File: src/rtl/nearest_neighbor_tour_defines.svh
// Assertion helpers shared by the tour block.
`ifndef NEAREST_NEIGHBOR_TOUR_DEFINES_SVH
`define NEAREST_NEIGHBOR_TOUR_DEFINES_SVH

// Same-cycle implication, checked outside reset.
`define NNT_ASSERT_NOW(label, clk, rst, ante, cons, msg) \
   label: assert property (@(posedge clk) disable iff (rst) (ante) |-> (cons)) \
      else $error(msg);

// Next-cycle implication, checked outside reset.
`define NNT_ASSERT_NEXT(label, clk, rst, ante, cons, msg) \
   label: assert property (@(posedge clk) disable iff (rst) (ante) |=> (cons)) \
      else $error(msg);

`endif

File: src/rtl/nnt_pkg.sv
`timescale 1ns / 1ps

package nnt_pkg;

   localparam int MAX_POINTS = 64;
   localparam int COORD_BITS = 10;
   localparam int IDX_BITS   = $clog2(MAX_POINTS);
   localparam int CNT_BITS   = $clog2(MAX_POINTS + 1);
   localparam int START_BITS = 6;
   localparam int DIFF_BITS  = COORD_BITS;
   localparam int SQ_BITS    = 2 * COORD_BITS;
   localparam int DIST_BITS  = SQ_BITS + 1;

   // Register map
   localparam int CSR_ADDR_BITS = 3;
   localparam int CSR_DATA_BITS = 32;
   localparam logic CSR_SEL_START_INDEX = 1'b0;

   typedef struct packed {
      logic [COORD_BITS-1:0] point_x;
      logic [COORD_BITS-1:0] point_y;
      logic                  last_point;
   } req_type;

   typedef struct packed {
      logic [IDX_BITS-1:0]   tour_position;
      logic [IDX_BITS-1:0]   point_index;
      logic [COORD_BITS-1:0] visit_x;
      logic [COORD_BITS-1:0] visit_y;
      logic                  tour_end;
   } rsp_type;

   typedef enum logic [3:0] {
      ST_IDLE  = 4'b0001,
      ST_FETCH = 4'b0010,
      ST_EMIT  = 4'b0100,
      ST_SCAN  = 4'b1000
   } state_type;

endpackage

File: src/rtl/nnt_ram.sv
`timescale 1ns / 1ps

module nnt_ram #(
   parameter int WIDTH = 20,
   parameter int DEPTH = 64
) (
   input  logic                     clock,
   input  logic                     wr_en,
   input  logic [$clog2(DEPTH)-1:0] wr_addr,
   input  logic [WIDTH-1:0]         wr_data,
   input  logic [$clog2(DEPTH)-1:0] rd_addr,
   output logic [WIDTH-1:0]         rd_data
);

   logic [WIDTH-1:0] mem_ff [DEPTH];
   logic [WIDTH-1:0] rd_data_ff;

   // One write port, one registered read port
   always_ff @(posedge clock) begin
      if (wr_en) begin
         mem_ff[wr_addr] <= wr_data;
      end
      rd_data_ff <= mem_ff[rd_addr];
   end

   assign rd_data = rd_data_ff;

endmodule

File: src/rtl/nearest_neighbor_tour.sv
// Loading: one item per cycle while idle, until the item marked last starts the tour.
// Tour: each step scans every loaded point through one shared distance pipeline fed by
// the RAM read port; visited points are read but not compared.
// After the last item, FETCH then EMIT give the first result; no new item until done.
// Reset: synchronous, clears control, start_index and visited marks.
`timescale 1ns / 1ps
`include "nearest_neighbor_tour_defines.svh"

module nearest_neighbor_tour (
   input  logic                             clock,
   input  logic                             reset,
   input  logic                             req_valid,
   output logic                             req_stall,
   input  nnt_pkg::req_type                 req_data,
   output logic                             rsp_valid,
   input  logic                             rsp_stall,
   output nnt_pkg::rsp_type                 rsp_data,
   input  logic                             csr_psel,
   input  logic                             csr_penable,
   input  logic                             csr_pwrite,
   input  logic [nnt_pkg::CSR_ADDR_BITS-1:0] csr_paddr,
   input  logic [nnt_pkg::CSR_DATA_BITS-1:0] csr_pwdata,
   output logic [nnt_pkg::CSR_DATA_BITS-1:0] csr_prdata,
   output logic                             csr_pready
);

   localparam int PW = 2 * nnt_pkg::COORD_BITS;

   nnt_pkg::state_type                state_ff, state_in;
   logic [nnt_pkg::START_BITS-1:0]    start_ff, start_in;
   logic [nnt_pkg::CNT_BITS-1:0]      loaded_ff, loaded_in;
   logic [nnt_pkg::CNT_BITS-1:0]      count_ff, count_in;
   logic [nnt_pkg::CNT_BITS-1:0]      pos_ff, pos_in;
   logic [nnt_pkg::CNT_BITS-1:0]      scan_ff, scan_in;
   logic [nnt_pkg::IDX_BITS-1:0]      cur_ff, cur_in;
   logic [nnt_pkg::COORD_BITS-1:0]    cur_x_ff, cur_x_in;
   logic [nnt_pkg::COORD_BITS-1:0]    cur_y_ff, cur_y_in;
   logic [nnt_pkg::MAX_POINTS-1:0]    visited_ff, visited_in;
   logic                              found_ff, found_in;
   logic [nnt_pkg::IDX_BITS-1:0]      best_ff, best_in;
   logic [nnt_pkg::DIST_BITS-1:0]     best_d_ff, best_d_in;
   logic                              rsp_valid_ff, rsp_valid_in;
   nnt_pkg::rsp_type                  rsp_ff, rsp_in;

   // Distance pipeline
   logic                              p0_valid_ff, p0_valid_in;
   logic [nnt_pkg::IDX_BITS-1:0]      p0_idx_ff;
   logic                              p1_valid_ff, p1_valid_in;
   logic [nnt_pkg::IDX_BITS-1:0]      p1_idx_ff;
   logic [nnt_pkg::DIFF_BITS-1:0]     dx_ff, dx_in, dy_ff, dy_in;
   logic                              p2_valid_ff, p2_valid_in;
   logic [nnt_pkg::IDX_BITS-1:0]      p2_idx_ff;
   logic [nnt_pkg::SQ_BITS-1:0]       sqx_ff, sqx_in, sqy_ff, sqy_in;
   logic [nnt_pkg::DIST_BITS-1:0]     sum_sq;

   logic                              req_accept;
   logic                              csr_write;
   logic                              ram_wr_en;
   logic [nnt_pkg::IDX_BITS-1:0]      ram_rd_addr;
   logic [PW-1:0]                     ram_rd_data;
   logic [nnt_pkg::COORD_BITS-1:0]    rd_x, rd_y;
   logic                              issue;
   logic                              scan_done;
   logic                              rsp_load;
   logic [nnt_pkg::CNT_BITS-1:0]      pos_next;
   logic [nnt_pkg::CNT_BITS-1:0]      new_count;
   logic                              is_end;

   // Config port
   assign csr_pready = 1'b1;
   assign csr_write  = csr_psel && csr_penable && csr_pwrite;
   assign start_in   = (csr_write && csr_paddr[2] == nnt_pkg::CSR_SEL_START_INDEX) ?
                       csr_pwdata[nnt_pkg::START_BITS-1:0] : start_ff;
   assign csr_prdata = (csr_paddr[2] == nnt_pkg::CSR_SEL_START_INDEX) ?
                       nnt_pkg::CSR_DATA_BITS'(start_ff) : '0;

   // Handshakes
   assign req_stall  = (state_ff != nnt_pkg::ST_IDLE);
   assign req_accept = req_valid && !req_stall;
   assign rsp_valid  = rsp_valid_ff;
   assign rsp_data   = rsp_ff;

   // Point store
   assign ram_wr_en = req_accept &&
                      (loaded_ff < nnt_pkg::CNT_BITS'(nnt_pkg::MAX_POINTS));
   assign ram_rd_addr = (state_ff == nnt_pkg::ST_SCAN) ?
                        scan_ff[nnt_pkg::IDX_BITS-1:0] : cur_ff;

   nnt_ram #(
      .WIDTH (PW),
      .DEPTH (nnt_pkg::MAX_POINTS)
   ) u_store (
      .clock   (clock),
      .wr_en   (ram_wr_en),
      .wr_addr (loaded_ff[nnt_pkg::IDX_BITS-1:0]),
      .wr_data ({req_data.point_x, req_data.point_y}),
      .rd_addr (ram_rd_addr),
      .rd_data (ram_rd_data)
   );

   assign rd_x = ram_rd_data[PW-1:nnt_pkg::COORD_BITS];
   assign rd_y = ram_rd_data[nnt_pkg::COORD_BITS-1:0];

   // Shared distance unit: abs diff, square, sum
   assign dx_in  = (rd_x > cur_x_ff) ? rd_x - cur_x_ff : cur_x_ff - rd_x;
   assign dy_in  = (rd_y > cur_y_ff) ? rd_y - cur_y_ff : cur_y_ff - rd_y;
   assign sqx_in = nnt_pkg::SQ_BITS'(dx_ff) * nnt_pkg::SQ_BITS'(dx_ff);
   assign sqy_in = nnt_pkg::SQ_BITS'(dy_ff) * nnt_pkg::SQ_BITS'(dy_ff);
   assign sum_sq = nnt_pkg::DIST_BITS'(sqx_ff) + nnt_pkg::DIST_BITS'(sqy_ff);

   assign issue       = (state_ff == nnt_pkg::ST_SCAN) && (scan_ff < count_ff);
   assign p0_valid_in = issue && !visited_ff[scan_ff[nnt_pkg::IDX_BITS-1:0]];
   assign p1_valid_in = p0_valid_ff;
   assign p2_valid_in = p1_valid_ff;
   assign scan_done   = (state_ff == nnt_pkg::ST_SCAN) && !issue &&
                        !p0_valid_ff && !p1_valid_ff && !p2_valid_ff;

   assign pos_next  = pos_ff + nnt_pkg::CNT_BITS'(1);
   assign is_end    = (pos_next == count_ff);
   assign rsp_load  = (state_ff == nnt_pkg::ST_EMIT) && (!rsp_valid_ff || !rsp_stall);
   assign new_count = loaded_ff + (ram_wr_en ? nnt_pkg::CNT_BITS'(1) : '0);

   // Result payload
   always_comb begin
      rsp_in               = rsp_ff;
      rsp_in.tour_position = pos_ff[nnt_pkg::IDX_BITS-1:0];
      rsp_in.point_index   = cur_ff;
      rsp_in.visit_x       = rd_x;
      rsp_in.visit_y       = rd_y;
      rsp_in.tour_end      = is_end;
   end

   // Output register
   always_comb begin
      rsp_valid_in = rsp_valid_ff;
      if (rsp_valid_ff && !rsp_stall) begin
         rsp_valid_in = 1'b0;
      end
      if (rsp_load) begin
         rsp_valid_in = 1'b1;
      end
   end

   // Sequencer
   always_comb begin
      state_in   = state_ff;
      loaded_in  = loaded_ff;
      count_in   = count_ff;
      pos_in     = pos_ff;
      scan_in    = scan_ff;
      cur_in     = cur_ff;
      cur_x_in   = cur_x_ff;
      cur_y_in   = cur_y_ff;
      visited_in = visited_ff;
      found_in   = found_ff;
      best_in    = best_ff;
      best_d_in  = best_d_ff;
      case (state_ff)
         nnt_pkg::ST_IDLE: begin
            if (req_accept) begin
               loaded_in = new_count;
               if (req_data.last_point) begin
                  count_in   = new_count;
                  pos_in     = '0;
                  visited_in = '0;
                  cur_in     = (nnt_pkg::CNT_BITS'(start_ff) < new_count) ?
                               nnt_pkg::IDX_BITS'(start_ff) : '0;
                  state_in   = nnt_pkg::ST_FETCH;
               end
            end
         end
         nnt_pkg::ST_FETCH: begin
            state_in = nnt_pkg::ST_EMIT;
         end
         nnt_pkg::ST_EMIT: begin
            if (rsp_load) begin
               visited_in[cur_ff] = 1'b1;
               cur_x_in = rd_x;
               cur_y_in = rd_y;
               pos_in   = pos_next;
               scan_in  = '0;
               found_in = 1'b0;
               if (is_end) begin
                  loaded_in = '0;
                  state_in  = nnt_pkg::ST_IDLE;
               end else begin
                  state_in  = nnt_pkg::ST_SCAN;
               end
            end
         end
         nnt_pkg::ST_SCAN: begin
            if (issue) begin
               scan_in = scan_ff + nnt_pkg::CNT_BITS'(1);
            end
            // Strict compare in index order keeps the lowest index on ties
            if (p2_valid_ff && (!found_ff || sum_sq < best_d_ff)) begin
               found_in  = 1'b1;
               best_in   = p2_idx_ff;
               best_d_in = sum_sq;
            end
            if (scan_done) begin
               cur_in   = best_ff;
               state_in = nnt_pkg::ST_FETCH;
            end
         end
         default: begin
            state_in = nnt_pkg::ST_IDLE;
         end
      endcase
   end

   // Control registers
   always_ff @(posedge clock) begin
      if (reset) begin
         state_ff     <= nnt_pkg::ST_IDLE;
         start_ff     <= '0;
         loaded_ff    <= '0;
         count_ff     <= '0;
         pos_ff       <= '0;
         scan_ff      <= '0;
         cur_ff       <= '0;
         visited_ff   <= '0;
         found_ff     <= 1'b0;
         rsp_valid_ff <= 1'b0;
         p0_valid_ff  <= 1'b0;
         p1_valid_ff  <= 1'b0;
         p2_valid_ff  <= 1'b0;
      end else begin
         state_ff     <= state_in;
         start_ff     <= start_in;
         loaded_ff    <= loaded_in;
         count_ff     <= count_in;
         pos_ff       <= pos_in;
         scan_ff      <= scan_in;
         cur_ff       <= cur_in;
         visited_ff   <= visited_in;
         found_ff     <= found_in;
         rsp_valid_ff <= rsp_valid_in;
         p0_valid_ff  <= p0_valid_in;
         p1_valid_ff  <= p1_valid_in;
         p2_valid_ff  <= p2_valid_in;
      end
   end

   // Payload registers
   always_ff @(posedge clock) begin
      cur_x_ff  <= cur_x_in;
      cur_y_ff  <= cur_y_in;
      best_ff   <= best_in;
      best_d_ff <= best_d_in;
      p0_idx_ff <= scan_ff[nnt_pkg::IDX_BITS-1:0];
      p1_idx_ff <= p0_idx_ff;
      p2_idx_ff <= p1_idx_ff;
      dx_ff     <= dx_in;
      dy_ff     <= dy_in;
      sqx_ff    <= sqx_in;
      sqy_ff    <= sqy_in;
      if (rsp_load) begin
         rsp_ff <= rsp_in;
      end
   end

   // Checks
   `NNT_ASSERT_NOW(a_visited_matches_pos, clock, reset, state_ff == nnt_pkg::ST_SCAN, $countones(visited_ff) == pos_ff, "visited marks out of step with tour position")
   `NNT_ASSERT_NOW(a_scan_found_one, clock, reset, scan_done, found_ff, "scan ended without a candidate")
   `NNT_ASSERT_NEXT(a_end_clears_load, clock, reset, rsp_load && is_end, loaded_ff == '0 && state_ff == nnt_pkg::ST_IDLE, "tour end did not release the point set")

endmodule
File: config.mk
export PLATFORM = sky130hd
export DESIGN_NAME = nearest_neighbor_tour
export DESIGN_NICKNAME = d
export VERILOG_FILES = /design/src/rtl/nnt_pkg.sv /design/src/rtl/nnt_ram.sv /design/src/rtl/nearest_neighbor_tour.sv
export VERILOG_INCLUDE_DIRS = /design/src /design/src/rtl
export SDC_FILE = /design/constraint.sdc
export NUM_CORES = 2
export LEC_CHECK = 0
export BUFFER_PORTS_ARGS = -buffer_cell sky130_fd_sc_hd__buf_2
export CAP_MARGIN = 20
export CORE_MARGIN = 1
export CORE_UTILIZATION = 58
export CTS_BUF_LIST = sky130_fd_sc_hd__clkbuf_4 sky130_fd_sc_hd__clkbuf_8 sky130_fd_sc_hd__clkbuf_16
export DETAILED_ROUTE_END_ITERATION = 10
export GPL_ROUTABILITY_DRIVEN = 1
export PLACE_DENSITY = 0.74
export REMOVE_ABC_BUFFERS = 1
export SYNTH_ARGS = -nofsm -noshare
export SYNTH_HDL_FRONTEND = slang
export SYNTH_SLANG_ARGS = --single-unit
File: constraint.sdc
create_clock -name clock -period 10.7 [get_ports clock]
set_input_delay 0 -clock clock [delete_from_list [all_inputs] [get_ports clock]]
set_output_delay 0 -clock clock [all_outputs]
set_load 0.02 [all_outputs]
---- Word-level counts from Yosys, hierarchy flattened ----
Memory sizes are Yosys's and may differ from the RTL's. A register that Yosys moved wholly into a read port is not among the register bits.
Cells that the tools add are included.
word-level totals
  register bits after elaboration ......... 271
  bits in latches ......................... 0
  bits in writable memories ............... 1280
  bits in read-only memories .............. 0
  bits of input ports ..................... 63
  output and inout bits ................... 68
  logic and storage cells ................. 145
  memories kept ........................... 1
operators by class
  add/sub/neg operators ................... 8
  multipliers ............................. 2
  div/mod/pow operators ................... 0
  $lt $le $gt $ge ......................... 9
  equal/unequal tests ..................... 13
  shift operators ......................... 0
  muxes and demuxes ....................... 42
  bitwise logic cells ..................... 2
  reduce and logical (&&, ||, !) cells .... 39
memory list
  name            depth  width  read ports  clocked after memory_dff  wr ports  RTL line       RTL
  u_store.mem_ff  64     20     1           1                         1         nnt_ram.sv:15  logic [WIDTH-1:0] mem_ff [DEPTH];
operators with widths
  operator                                                               count
  64-bit 2-to-1 mux                                                      3
  64-bit one-hot mux with 2 select lines                                 1
  64-bit bitwise OR                                                      1
  7-bit 2-to-1 mux                                                       8
  7-bit one-hot mux with 2 select lines                                  3
  10-bit by 10-bit multiplier with 20-bit output                         2
  10-bit subtractor                                                      4
  6-bit 2-to-1 mux                                                       6
  20-bit by 20-bit adder with 21-bit output                              1
  21-bit < comparator                                                    1
  10-bit > comparator                                                    2
  10-bit 2-to-1 mux                                                      2
  4-bit 2-to-1 mux                                                       5
  4-bit one-hot mux with 4 select lines                                  1
  4-bit AND reduction                                                    4
  1-bit logical AND                                                      15
  7-bit by 1-bit adder with 7-bit output (second input constant)         2
  6-bit by 7-bit < comparator with 1-bit output (second input constant)  2
  2-bit inequality test (second input constant)                          6
  6-bit one-hot mux with 2 select lines                                  1
  1-bit zero test                                                        9
  1-bit 2-to-1 mux                                                       9
  3-bit AND reduction                                                    3
  2-bit nonzero test                                                     4
  other kinds (18)                                                       20

---- Logic depth before layout (Yosys ltp) ----
  depth after elaboration ................. 11
  depth in mapped cells ................... 20
  gate-level depth less buffers ........... 19

---- Modules after synthesis ----
A second synthesis with hierarchy kept.
second synthesis, totals
  cell total of the unflattened synthesis .. 4015
  area total of the unflattened synthesis .. 66681.5 µm²
by module, submodules not included
  module                 instances  cells an instance  area an instance (µm²)
  nnt_ram                1          2243               49495.0
  nearest_neighbor_tour  1          1772               17186.5

---- Worst setup path before layout ----
No wires, ideal clock.
  kind .................................... reg2reg
  from .................................... reg dy_ff[3] in the netlist's numbering
  to ...................................... reg sqy_ff[19] in the netlist's numbering
  library setup time ...................... 0.123 ns
  data arrival time ....................... 4.897 ns
  data required time ...................... 10.577 ns
  slack ................................... 5.679 ns
  cell stages (with the launch flop) ...... 21
  clock period less this slack ............ 5.021 ns
  cell sequence ........................... dfxtp_1 clkbuf_1 and2_1 inv_1 fa_1 inv_1 ha_1 inv_1 fa_1 inv_1 fa_1 fa_1 ha_1 nand3_1 a211oi_1 o2111a_1 nor2_1 a211o_1 o311ai_0 a21oi_1 xor2_1
between the ends
  word-level cells in the longest chain between the ends .. 1
RTL lines
  what                                            RTL line                      RTL
  start: declaration                              nearest_neighbor_tour.sv:50   logic [nnt_pkg::DIFF_BITS-1:0] dx_ff, dx_in, dy_ff, dy_in;
  start signal: assignment                        nearest_neighbor_tour.sv:255  dy_ff <= dy_in;
  10-bit by 10-bit multiplier with 20-bit output  nearest_neighbor_tour.sv:108  assign sqy_in = nnt_pkg::SQ_BITS'(dy_ff) * nnt_pkg::SQ_BITS'(dy_ff);
  named net sqy_in (one bit)                      nearest_neighbor_tour.sv:53   logic [nnt_pkg::SQ_BITS-1:0] sqx_ff, sqx_in, sqy_ff, sqy_in;
  end signal: assignment                          nearest_neighbor_tour.sv:257  sqy_ff <= sqy_in;
  end: declaration                                nearest_neighbor_tour.sv:53
The timed path passes the listed nets, and every way through them passes these cells.
A chain may end at the register's enable or synchronous reset.

---- Worst setup path in the final report ----
  from .................................... reg dy_ff[6] in the netlist's numbering
  to ...................................... reg sqy_ff[19] in the netlist's numbering
Same word-level chain as after synthesis.

==> results by group <==
Pwr
  – Leak: 27.3 nW
  – Total power draw: 19.0 mW
  – Gate power share: 0.351
  – Sw power: 5.97 mW
  – Internal power: ~13 mW
  – Clk pwr share: 0.284
  – Worst vdd ir: 0.558 mV
  – PD cells: 256 nW/um^2
  – Switching portion of total power: 0.314
  – Flop pwr share: 0.366

Final layout
  – Nets: 4349
  – Share of post-route cells with drive strength above 1: 0.210
  – P&R area growth vs syn: 12.4%

Detailed routing
  – 1st-iter DRT viols: 3296
  – Avg WL per Cell: ~26 um
  – Routed vias: 34700
  – Post-route ant nets: 0
  – Drt pass-1 iters: 7
  – Via density: between 6 and 7
  – DRT Wirelength: 146 mm
  – Drt drc: 0

GRT
  – Gr ovfl total: 0
  – Initial antenna violation count: 5
  – First-pass GRT wire length: between 200 and 250 mm
  – Vias in the first global route: 34500
  – Pin count of the biggest net entering global routing: 139
  – Total Routing Usage GR: 0.256

Min path
  – Hold path endpoint: u_store.mem_ff[55][2]
  – HP Start: req_data[3]
  – HP Class: in -> reg
  – Hold Crit Depth: 2

STA
  – PnR worst setup slack: 5.18 ns
  – Crit share post-route: 0.516
  – Clk_skew: 0.0414 ns
  – FMAX: between 150 and 200 MHz
  – Setup-failing EPs final: 0
  – Worst-margin pin slew: approximately 1.1 ns
  – RSZ-0062 raised after global routing: no
  – Hold violation count in the final report: 0
  – Worst hold slack: 0.321 ns
  – Slew margin rel.: 0.269
  – Min cycle time layout: 5.52 ns
  – Final number of max-transition violations: 0

Setup path
  – CP Capture Type: register
  – Critical Path Fanout Max: 11
  – Required @ worst endpoint: 11.31 ns
  – Crit path kind: reg -> reg
  – Worst Path Arrival: 6.13 ns
  – Worst Reg2Reg Path Length in Cells: 19
  – RR Startpoint: dy_ff[6]
  – Reg2reg end: sqy_ff[19]
  – Crit start category: register
  – Setup slack, reg-to-reg: 5.18 ns

Placed design
  – Gpl congestion: about 0.86
  – DP HPWL: between 80 and 90 mm
  – Dpl ws: 5.25 ns
  – I/O Buffers: 75

Synthesis
  – Async set-reset flop share out of synthesis: 0
  – Synthesis-stage register bit count: 1549
  – Post-synth cell types: 73
  – Post-synthesis cell count: 3776
  – Synthesized area: 65900 sq um
  – Sequential cell area fraction in the yosys report: 0.674
  – Post-synth EDFFs: 1340
  – Synth warn: 0
  – Post-Syn Area per Cell: 17.4 sq um
  – Ys flop type: edfxtp_1

Die
  – IO Count: about 130
  – Die H: 339 um
  – Site Rows: between 100 and 150
  – Starting density of the core: 0.586
  – Core area: around 110000 sq um
  – DIE WIDTH: 339 um
  – Die area: 115000 sq um

CTS
  – # Post-CTS Setup Buffers: 0
  – Total CTS buffers: 153
  – # resized after CTS: 0
  – Clock Path Buffers: 3
  – CTS root buffer: clkbuf_16
  – H-tree depth: 4
  – Latest clock arrival within the worst-skew pair: 0.76 ns
  – CTS tree: done
  – Clk sinks: between 1500 and 2000
  – Clock transition at the registers of the reported paths: 0.06 ns

Run
  – Max Cap Viol: 0

Outcome
  – Status: finished, final reports clean
[flip-flops by register name, indices dropped and copies added (netlist names), 7 cells and up]
name / flops
u_store.mem_ff: 1280
visited_ff: 64
best_d_ff: 21
u_store.rd_data: 20
sqx_ff: 19
sqy_ff: 19
rsp_data: 13
cur_x_ff: 10
cur_y_ff: 10
dx_ff: 10
dy_ff: 10
count_ff: 7
loaded_ff: 7
pos_ff: 7
scan_ff: 7
[what timing repair did]
action,in CTS,in global routing
setup endpoints to repair,0,0
hold buffers,47,1
endpoints found under the hold margin,1148,32
[how the worst max path moves through the flow]
stage	startpoint	to	slack, ns	depth (start not counted)
after global placement	dy_ff[6]	sqy_ff[19]	5.24	19
after CTS	dy_ff[3]	sqy_ff[19]	5.20	19
final	dy_ff[6]	sqy_ff[19]	5.18	19
after floorplan	state_ff[0]	u_store.rd_data[18]	-22.24	6
after detailed placement	dy_ff[3]	sqy_ff[19]	5.25	19
after global routing	dy_ff[3]	sqy_ff[19]	4.73	19
[cell usage in the layout (no fill, tap or decap), drive strengths merged, types with 12 or more instances in the layout]
cell,synthesis,layout
and3,12,12
o22ai,84,84
nor2,212,212
xnor2,69,69
inv,203,207
clkinv,1,57
conb,2,27
nand3,24,24
mux4,341,341
nor2b,36,36
xor2,19,19
edfxtp,1340,1340
buf,83,181
or4,20,20
o21ai,33,33
a211oi,15,15
fa,99,99
ha,186,186
nor3,20,20
and2,67,67
a21oi,130,130
dlygate4sd3,0,48
nand2,95,95
a21o,26,26
dfxtp,209,209
mux2i,193,193
nand2b,17,17
clkbuf,102,204
[power groups by stage]
stage	registers, mW	logic, mW	clock network, mW
final	6.94	6.65	5.38
after global routing	6.96	7.71	5.68
after CTS	6.95	6.73	5.45
after detailed placement	7.07	6.66	0
after global placement	7.07	6.57	0
after floorplan	7.01	5.42	0
[layout make-up]
class                      instances  area, sq um
sequential                      1549        44400
fill                            7500        38400
multi-input combinational       1863        20200
clock buffer                     203         4330
tap                             1500         1880
timing repair buffer             230         1730
clock inverter                    74          777
inverter                         204          766
antenna                            4         10.0
[kinds of logic after synthesis]
family                   share of synthesized area
XOR/XNOR                                    0.0124
flip-flops                                   0.674
other                                     0.000114
multiplexers                                 0.147
AND/OR/NAND/NOR                             0.0400
buffers and inverters                       0.0243
adder cells (fa/ha/maj)                     0.0654
AO/OA/AOI/OAI                               0.0365
[through the flow]
| step | TNS, ns | cell area [sq um] | utilization | std cells |
|---|---|---|---|---|
| 2_1_floorplan | -444.64 | 65100 | - | 3616 |
| 3_3_place_gp | 0 | 68400 | 0.608 | 5295 |
| 3_5_place_dp | 0 | 68400 | 0.608 | 5295 |
| 4_1_cts | 0 | 74000 | 0.658 | 5619 |
| 5_1_grt | 0 | 74100 | 0.658 | 5623 |
| 6_report | 0 | 74100 | 0.658 | 5627 |
[synthesized netlist by cell type, drive strengths merged (7+ instances only)]
library cell / n / area share
edfxtp: 1340 / 0.61
mux4: 341 / 0.12
nor2: 212 / 0.012
dfxtp: 209 / 0.064
inv: 203 / 0.012
mux2i: 193 / 0.029
ha: 186 / 0.035
a21oi: 130 / 0.0099
clkbuf: 102 / 0.0058
fa: 99 / 0.030
nand2: 95 / 0.0054
o22ai: 84 / 0.0080
buf: 83 / 0.0069
xnor2: 69 / 0.0092
and2: 67 / 0.0064
nor2b: 36 / 0.0034
o21ai: 33 / 0.0025
a21o: 26 / 0.0030
nand3: 24 / 0.0018
nor3: 20 / 0.0015
or4: 20 / 0.0023
xor2: 19 / 0.0025
nand2b: 17 / 0.0016
a211oi: 15 / 0.0017
and3: 12 / 0.0011
a31oi: 11 / 0.0010
o2bb2ai: 10 / 0.0013
or3: 9 / 0.00085
o21a: 8 / 0.00091
or2: 7 / 0.00066
[worst max-delay path: stages (launching register included)]
cell and delay (ns):
dfxtp_1 0.62, and2_1 0.24, inv_1 0.10, fa_1 0.51, inv_1 0.04, ha_1 0.27
inv_1 0.05, fa_1 0.47, inv_1 0.05, fa_1 0.46, fa_1 0.47, ha_1 0.38
nand3_1 0.10, a211oi_1 0.34, o2111a_1 0.27, nor2_1 0.07, a211o_1 0.28, o311ai_0 0.37
a21oi_1 0.14, xor2_1 0.15
[layer usage]
layer | share of wire | routed length [um] | track usage | up-vias
li1 | - | - | - | 15100
met1 | 0.40 | 58300 | 0.354 | 17900
met2 | 0.49 | 71600 | 0.417 | 1539
met3 | 0.083 | 12000 | 0.0460 | 213
met4 | 0.027 | 3900 | 0.0809 | 0
met5 | 0 | 0 | 0 | -
(Power assumes the default switching activity.)
